--- src/sv/recent_key_set_fifo_evict_unit_macros.svh ---
// ---------------------------------------------------------------------------
// Assertion macros for the recent key set unit
// ---------------------------------------------------------------------------
`ifndef RECENT_KEY_SET_FIFO_EVICT_UNIT_MACROS_SVH
`define RECENT_KEY_SET_FIFO_EVICT_UNIT_MACROS_SVH

// Generic form: explicit clock and active-low reset
`define RKSE_ASSERT_CLK(lbl, clk, rst_n, prop, msg) \
  lbl: assert property (@(posedge clk) disable iff (!rst_n) prop) else $error(msg);

// Default form: block clock and reset
`define RKSE_ASSERT(lbl, prop, msg) \
  `RKSE_ASSERT_CLK(lbl, clk_i, rst_ni, prop, msg)

`endif

--- src/sv/rkse_pkg.sv ---
// ---------------------------------------------------------------------------
// rkse_pkg
// Commands, sequencer states and the fixed key field width of the recent key set.
// ---------------------------------------------------------------------------
package rkse_pkg;

  // Width of the key field on the port
  localparam int unsigned KeyFieldW = 48;

  // Command codes
  typedef enum logic [1:0] {
    CMD_LOOKUP = 2'd0,
    CMD_APPEND = 2'd1,
    CMD_DELETE = 2'd2,
    CMD_CLEAR  = 2'd3
  } cmd_e;

  // Sequencer states, one-hot
  typedef enum logic [5:0] {
    S_IDLE  = 6'b000001,
    S_RD    = 6'b000010,
    S_CMP   = 6'b000100,
    S_SH_RD = 6'b001000,
    S_SH_WR = 6'b010000,
    S_WR    = 6'b100000
  } state_e;

endpackage

--- src/sv/recent_key_set_fifo_evict_unit.sv ---
// ---------------------------------------------------------------------------
// recent_key_set_fifo_evict_unit
// Ordered set of recent keys, oldest first, with FIFO eviction. One shared
// key comparator and one key memory (one write port, one read port) are stepped by a small sequencer.
// ---------------------------------------------------------------------------
//  Channel   Signals                          Direction  Handshake
//  command   start, busy, command_i,          in         start && !busy
//            key_value_i
//  result    done_o, found_o                  out        done_o, one cycle
//
//  Busy steps: a clear is never busy; others alternate S_RD and S_CMP per
//  entry compared, a miss ending in S_RD; a delete hit or full append then
//  alternates S_SH_RD and S_SH_WR per entry moved, ending in S_SH_RD; an
//  append miss adds the S_WR tail write. The result beat is the first cycle
//  with busy low again (for a clear, the cycle after the accept).
//  Reset clears the count and the sequencer; key storage is not cleared.
//  busy is high from the accepting edge of a non-clear command until the
//  edge that starts its result beat; a clear leaves busy low.
//  The receiver cannot stall; each result beat lasts exactly one cycle.
// ---------------------------------------------------------------------------
`include "recent_key_set_fifo_evict_unit_macros.svh"

module recent_key_set_fifo_evict_unit #(
  parameter int unsigned ENTRIES  = 10,
  parameter int unsigned KEY_BITS = 48
) (
  input  logic        clk_i,
  input  logic        rst_ni,
  input  logic        start,
  output logic        busy,
  input  logic [1:0]  command_i,
  input  logic [47:0] key_value_i,
  output logic        done_o,
  output logic        found_o
);

  localparam int unsigned KW = (KEY_BITS < rkse_pkg::KeyFieldW) ? KEY_BITS
                                                                : rkse_pkg::KeyFieldW;
  localparam int unsigned CW = $clog2(ENTRIES + 1);
  localparam int unsigned IW = $clog2(ENTRIES);
  localparam logic [CW-1:0] FullCnt = CW'(ENTRIES);

  rkse_pkg::state_e state_q, state_d;
  rkse_pkg::cmd_e   cmd_q, cmd_d;
  logic [KW-1:0]    key_q, key_d;
  logic [CW-1:0]    count_q, count_d;
  logic [CW-1:0]    idx_q, idx_d;
  logic             hit_q, hit_d;
  logic             done_q, done_d;
  logic             found_q, found_d;

  logic             mem_we;
  logic [IW-1:0]    mem_waddr;
  logic [KW-1:0]    mem_wdata;
  logic [IW-1:0]    mem_raddr;
  logic [KW-1:0]    mem_rdata;

  logic             key_eq;
  logic             search_end;
  logic             search_hit;
  logic [CW-1:0]    idx_inc;

  // Shared key comparator
  assign key_eq  = (mem_rdata == key_q);
  assign idx_inc = idx_q + CW'(1);

  rkse_keymem #(
    .Depth (ENTRIES),
    .Width (KW),
    .AddrW (IW)
  ) u_keymem (
    .clk_i   (clk_i),
    .we_i    (mem_we),
    .waddr_i (mem_waddr),
    .wdata_i (mem_wdata),
    .raddr_i (mem_raddr),
    .rdata_o (mem_rdata)
  );

  // Sequencer
  always_comb begin
    state_d    = state_q;
    cmd_d      = cmd_q;
    key_d      = key_q;
    count_d    = count_q;
    idx_d      = idx_q;
    hit_d      = hit_q;
    done_d     = 1'b0;
    found_d    = found_q;
    mem_we     = 1'b0;
    mem_waddr  = idx_q[IW-1:0];
    mem_wdata  = mem_rdata;
    mem_raddr  = idx_q[IW-1:0];
    search_end = 1'b0;
    search_hit = 1'b0;

    unique case (state_q)
      rkse_pkg::S_IDLE: begin
        if (start) begin
          cmd_d = rkse_pkg::cmd_e'(command_i);
          key_d = key_value_i[KW-1:0];
          idx_d = '0;
          if (rkse_pkg::cmd_e'(command_i) == rkse_pkg::CMD_CLEAR) begin
            count_d = '0;
            done_d  = 1'b1;
            found_d = 1'b1;
          end else begin
            state_d = rkse_pkg::S_RD;
          end
        end
      end
      rkse_pkg::S_RD: begin
        // End of valid entries: miss
        if (idx_q == count_q) begin
          search_end = 1'b1;
        end else begin
          state_d = rkse_pkg::S_CMP;
        end
      end
      rkse_pkg::S_CMP: begin
        if (key_eq) begin
          search_end = 1'b1;
          search_hit = 1'b1;
        end else begin
          idx_d   = idx_inc;
          state_d = rkse_pkg::S_RD;
        end
      end
      rkse_pkg::S_SH_RD: begin
        // Read the next entry, or finish the compaction
        mem_raddr = idx_inc[IW-1:0];
        if (idx_inc >= count_q) begin
          count_d = count_q - CW'(1);
          if (cmd_q == rkse_pkg::CMD_APPEND) begin
            state_d = rkse_pkg::S_WR;
          end else begin
            state_d = rkse_pkg::S_IDLE;
            done_d  = 1'b1;
            found_d = hit_q;
          end
        end else begin
          state_d = rkse_pkg::S_SH_WR;
        end
      end
      rkse_pkg::S_SH_WR: begin
        mem_we  = 1'b1;
        idx_d   = idx_inc;
        state_d = rkse_pkg::S_SH_RD;
      end
      rkse_pkg::S_WR: begin
        // Store new key at the tail
        mem_we    = 1'b1;
        mem_waddr = count_q[IW-1:0];
        mem_wdata = key_q;
        count_d   = count_q + CW'(1);
        state_d   = rkse_pkg::S_IDLE;
        done_d    = 1'b1;
        found_d   = 1'b0;
      end
      default: begin
        state_d = rkse_pkg::S_IDLE;
      end
    endcase

    // Dispatch once the search is over
    if (search_end) begin
      hit_d = search_hit;
      case (cmd_q)
        rkse_pkg::CMD_APPEND: begin
          if (search_hit) begin
            state_d = rkse_pkg::S_IDLE;
            done_d  = 1'b1;
            found_d = 1'b1;
          end else if (count_q >= FullCnt) begin
            idx_d   = '0;
            state_d = rkse_pkg::S_SH_RD;
          end else begin
            state_d = rkse_pkg::S_WR;
          end
        end
        rkse_pkg::CMD_DELETE: begin
          if (search_hit) begin
            state_d = rkse_pkg::S_SH_RD;
          end else begin
            state_d = rkse_pkg::S_IDLE;
            done_d  = 1'b1;
            found_d = 1'b0;
          end
        end
        default: begin
          state_d = rkse_pkg::S_IDLE;
          done_d  = 1'b1;
          found_d = search_hit;
        end
      endcase
    end
  end

  // Control registers
  always_ff @(posedge clk_i or negedge rst_ni) begin
    if (!rst_ni) begin
      state_q <= rkse_pkg::S_IDLE;
      count_q <= '0;
      done_q  <= 1'b0;
    end else begin
      state_q <= state_d;
      count_q <= count_d;
      done_q  <= done_d;
    end
  end

  // Payload registers
  always_ff @(posedge clk_i) begin
    cmd_q   <= cmd_d;
    key_q   <= key_d;
    idx_q   <= idx_d;
    hit_q   <= hit_d;
    found_q <= found_d;
  end

  assign busy    = (state_q != rkse_pkg::S_IDLE);
  assign done_o  = done_q;
  assign found_o = found_q;

  // Checks
  `RKSE_ASSERT(a_count_range, count_q <= FullCnt, "key count above capacity")
  `RKSE_ASSERT(a_done_idle, done_o |-> !busy, "result beat while still busy")
  `RKSE_ASSERT(a_clear_resp,
               (start && !busy && command_i == rkse_pkg::CMD_CLEAR) |=> (done_o && found_o),
               "clear did not report found in the next cycle")
  `RKSE_ASSERT(a_cmp_after_rd, (state_q == rkse_pkg::S_CMP) |-> ($past(state_q) == rkse_pkg::S_RD),
               "compare step without a preceding read")

endmodule

--- src/sv/rkse_keymem.sv ---
// ---------------------------------------------------------------------------
// rkse_keymem
// Key storage: one write port, one read port with registered read data.
// ---------------------------------------------------------------------------
module rkse_keymem #(
  parameter int unsigned Depth = 10,
  parameter int unsigned Width = 48,
  parameter int unsigned AddrW = 4
) (
  input  logic             clk_i,
  input  logic             we_i,
  input  logic [AddrW-1:0] waddr_i,
  input  logic [Width-1:0] wdata_i,
  input  logic [AddrW-1:0] raddr_i,
  output logic [Width-1:0] rdata_o
);

  logic [Width-1:0] mem_q [Depth];
  logic [Width-1:0] rdata_q;

  // Write port
  always_ff @(posedge clk_i) begin
    if (we_i) begin
      mem_q[waddr_i] <= wdata_i;
    end
  end

  // Registered read port
  always_ff @(posedge clk_i) begin
    rdata_q <= mem_q[raddr_i];
  end

  assign rdata_o = rdata_q;

endmodule
--- config.mk ---
export PLATFORM = sky130hd
export DESIGN_NAME = recent_key_set_fifo_evict_unit
export DESIGN_NICKNAME = d
export VERILOG_FILES = /design/src/sv/rkse_pkg.sv /design/src/sv/recent_key_set_fifo_evict_unit.sv /design/src/sv/rkse_keymem.sv
export VERILOG_INCLUDE_DIRS = /design/src /design/src/sv
export SDC_FILE = /design/constraint.sdc
export NUM_CORES = 1
export LEC_CHECK = 0
export BUFFER_PORTS_ARGS = -buffer_cell sky130_fd_sc_hd__buf_4
export CORE_UTILIZATION = 60
export DETAILED_ROUTE_END_ITERATION = 10
export PLACE_DENSITY = 0.77
export SLEW_MARGIN = 20
export SYNTH_ARGS = -nofsm -noshare
export SYNTH_HDL_FRONTEND = slang
export SYNTH_HIERARCHICAL = 1
export SYNTH_SLANG_ARGS = --single-unit
--- constraint.sdc ---
create_clock -name clk_i -period 7.35 [get_ports clk_i]
set_input_delay 1.47 -clock clk_i [delete_from_list [all_inputs] [get_ports clk_i]]
set_output_delay 1.47 -clock clk_i [all_outputs]
set_load 0.02 [all_outputs]
==> flow_summary.toml <==
[synth]
syn_area_per_cell_sq_um = 16.1
synth_edf_count = 531
synth-async-reset-ratio_pct = 1.85
ys_seq_elements = 595
synth_area_leaders = "edfxtp_1 (67%), mux2_2 (6.9%), dfxtp_1 (4.5%), mux2i_1 (4.1%), nand2_1 (3.3%)"
syn_area_sq_mm = 0.0237
netlist_instances = 1466
synthFlopType = "edfxtp_1"
yosys_warnings = 6
ys_types = 55
synth_top_area_share_pct = 67.4
ys_seq_area_share_pct = 73.1
yosysTopAreaCell = "edfxtp_1"
synth_nets = 1529

[floorplan]
start_util_pct = 61.1
die_area_sq_mm = 0.0402
num_io_pins = 56
die_y_um = 201
die_w_um = 201
core_area_sq_mm = 0.0387
rows = 72

[timing]
fin_crit_sh_pct = 66.3
drv_slew = 0
fmax_mhz = 205
min_period_ps = 4880
setup_violations = 0
fin_skew_ps = 13.3
hold_viol = 0
rsz0062_at_grt = "false"
worst_pin_slew_ps = 1330
relSlewSlack_pct = 11.3
tns_ps = 0

[critical_path]
cpMostUsedCell = "buf_4"
crit_path_start = "state_q[4]"
crit_path_max_fanout = 56
r2r-start = "state_q[4]"
rr_worst_depth = 9
required_ps = 7570
worst_setup_path_start_kind = "register"
critPathSlowestCell = "nor3_4"
r2r-end = "u_keymem/mem_q[4][2]"
crit_arrival_ps = 5100
timing_worst_setup_path_type = "reg -> reg"
setup.worst_path.end_class = "register"
cp_cell_sequence = "nor3_1, and3_2, buf_4, inv_2, buf_4, o21ai_0, nand3b_1, nor3_4, buf_4"
regToRegSetupSlack_ps = 2470
cpPeakStageDelay_ps = 770

[routing]
wl_mm = 47.9
drt_iter0_markers = 967
drc_errors = 0
vias = 12600
dr.pass1.iters = 5
detail-route-antenna-nets = 0
viasPerCell = 6.04
wl_per_cell_um = 22.9

[worst_hold_path]
hold_path.class = "reg -> reg"
min_from = "u_keymem/mem_q[9][30]"
hold_depth = 3
hold_end = "u_keymem/rdata_o[30]"

[pwr]
pwr-share-comb_pct = 16.1
swShare_pct = 25.3
clockPowerShare_pct = 34.0
ir_drop_v = 0.000227
cellPowerDensity_mw_per_mm2 = 315
total_power_uw = 8320
p_leak_uw = 0.00878
p_int_uw = 6210
switchingPower_uw = 2110
p_seq_share_pct = 49.9

[clocking]
cts-root-buf = "clkbuf_16"
tritoncts = "done"
clk_latency_ps = 600
cts_setup_buffers = 0
cts_buffers = 58
cts_buffer_depth = 3
cts.reportedPaths.clkPinSlew_ps = 60
cts-resized-gates = 0
cts_num_sinks = 595
h-tree-depth = 2
cts_hold_buffers = 0

[global_routing]
track_usage_pct = 24.0
antenna_found_initial = 1
grt_overflow = 0
grt_start_max_net_pins = 162
grt_first_pass_wirelength_mm = 72.7
grt_pass1_vias = 12500

[place]
place.gp.congestion = 0.866
place_hpwl_mm = 25.5
portBuffers = 55

[cells_and_area]
nNetsFinal = 1591
antenna_cells = 0
drive_above_1_share_pct = 20.5
area_growth_pct = 11.5
nFillCells = 2567

[status]
status = "completed"

[run]
cap_violations = 0
## cells by family after synthesis
| group | Yosys count | synth area share (%) |
|---|---|---|
| AO/OA/AOI/OAI | 185 | 5.76 |
| XOR/XNOR | 58 | 2.15 |
| adder cells (fa/ha/maj) | 10 | 0.561 |
| buffers and inverters | 87 | 2.13 |
| flip-flops | 595 | 73.1 |
| multiplexers | 241 | 11.0 |
| AND/OR/NAND/NOR | 290 | 5.35 |
## layout make-up
| type | instances | area [sq um] | area share (%) |
|---|---|---|---|
| tap | 518 | 648 | 2.46 |
| clock buffer | 80 | 1590 | 6.01 |
| timing repair buffer | 76 | 587 | 2.22 |
| multi-input combinational | 784 | 5990 | 22.7 |
| sequential | 595 | 17300 | 65.5 |
| inverter | 13 | 48.8 | 0.185 |
| clock inverter | 29 | 244 | 0.925 |
## power groups by stage
stage	combinational, uW	sequential (uW)	clock (uW)
floorplan	1060	4160	0
global placement	1280	4220	0
detailed placement	1330	4220	0
CTS	1340	4150	2880
global route	1450	4160	3010
finish	1340	4150	2830
## stage by stage
stage	setup WS, ps	util [%]	instance area, sq um	hold slack [ps]	instances
5_1_grt	2160	68.1	26400	598	2095
4_1_cts	2160	68.1	26400	576	2095
3_5_place_dp	2220	63.4	24500	557	1986
6_report	2470	68.1	26400	572	2095
2_1_floorplan	1440	-	23700	519	1466
3_3_place_gp	2520	63.4	24500	546	1986
## sequential cells by signal, summed over array words and instances, names as in the netlist
| signal | flops |
|---|---|
| cmd_q | 2 |
| count_q | 4 |
| done_o | 1 |
| found_o | 1 |
| hit_q | 1 |
| idx_q | 4 |
| key_q | 48 |
| state_q | 6 |
| u_keymem/mem_q | 480 |
| u_keymem/rdata_o | 48 |
## routing by layer
layer,up-vias,global-route usage [%],share of wire [%]
met4,2,10.1,3.3
met5,-,0,0.017
li1,5750,-,-
met1,6361,30.9,41
met3,104,3.59,5.2
met2,429,41.0,50
## layout by cell type (no fill, tap or decap), drive strengths merged, types with 2 or more instances in the layout
cell      synthesis  routed
a211o             3       3
a21oi             8       8
a22o             48      48
and2              2       2
buf              37      76
bufinv            0       4
clkbuf           37      80
clkinv            2      21
clkinvlp          0       3
dfrtp            10      10
dfxtp            53      53
edfxtp          531     531
ha                9       9
inv              11      14
mux2            145     145
mux2i            96      96
nand2           211     211
nand2b            7       7
nand3             4       4
nand3b            6       6
nand4             4       4
nor2             19      19
nor2b             2       2
nor3              8       8
nor4             16      16
nor4b             3       3
o211ai            4       4
o21ai            13      13
o22ai            48      48
o311ai            2       2
o31ai            49      49
or3               2       2
or3b              2       2
xnor2             4       4
xor2             54      54
## critical path: cells and delay by family, from the launching register on
kind,cells,cell delay [ps]
buffers and inverters,4,1900
AND/OR/NAND/NOR,4,1720
flip-flops,1,460
AO/OA/AOI/OAI,1,370
## worst max path at each step
| stage | end | slack [ps] | cells past startpoint |
|---|---|---|---|
| after floorplan | u_keymem/mem_q[0][0] | 1440 | 10 |
| after global placement | u_keymem/mem_q[4][45] | 2520 | 10 |
| after detailed placement | u_keymem/mem_q[4][36] | 2220 | 9 |
| after CTS | u_keymem/mem_q[4][39] | 2160 | 9 |
| after global routing | u_keymem/mem_q[4][2] | 2160 | 10 |
| final | u_keymem/mem_q[4][2] | 2470 | 9 |
## cell usage after synthesis, types with 6 or more instances
| master | count |
|---|---|
| a21oi_1 | 8 |
| a22o_1 | 48 |
| buf_2 | 15 |
| buf_4 | 7 |
| buf_6 | 6 |
| clkbuf_1 | 37 |
| dfrtp_1 | 10 |
| dfxtp_1 | 53 |
| edfxtp_1 | 531 |
| ha_1 | 9 |
| inv_1 | 11 |
| mux2_2 | 145 |
| mux2i_1 | 96 |
| nand2_1 | 211 |
| nand2b_1 | 7 |
| nand3b_1 | 6 |
| nor2_1 | 19 |
| nor3_1 | 8 |
| nor4_1 | 15 |
| o21ai_0 | 13 |
| o22ai_1 | 48 |
| o31ai_1 | 49 |
| xor2_1 | 54 |
No activity file was read; power rests on OpenSTA's default activity.
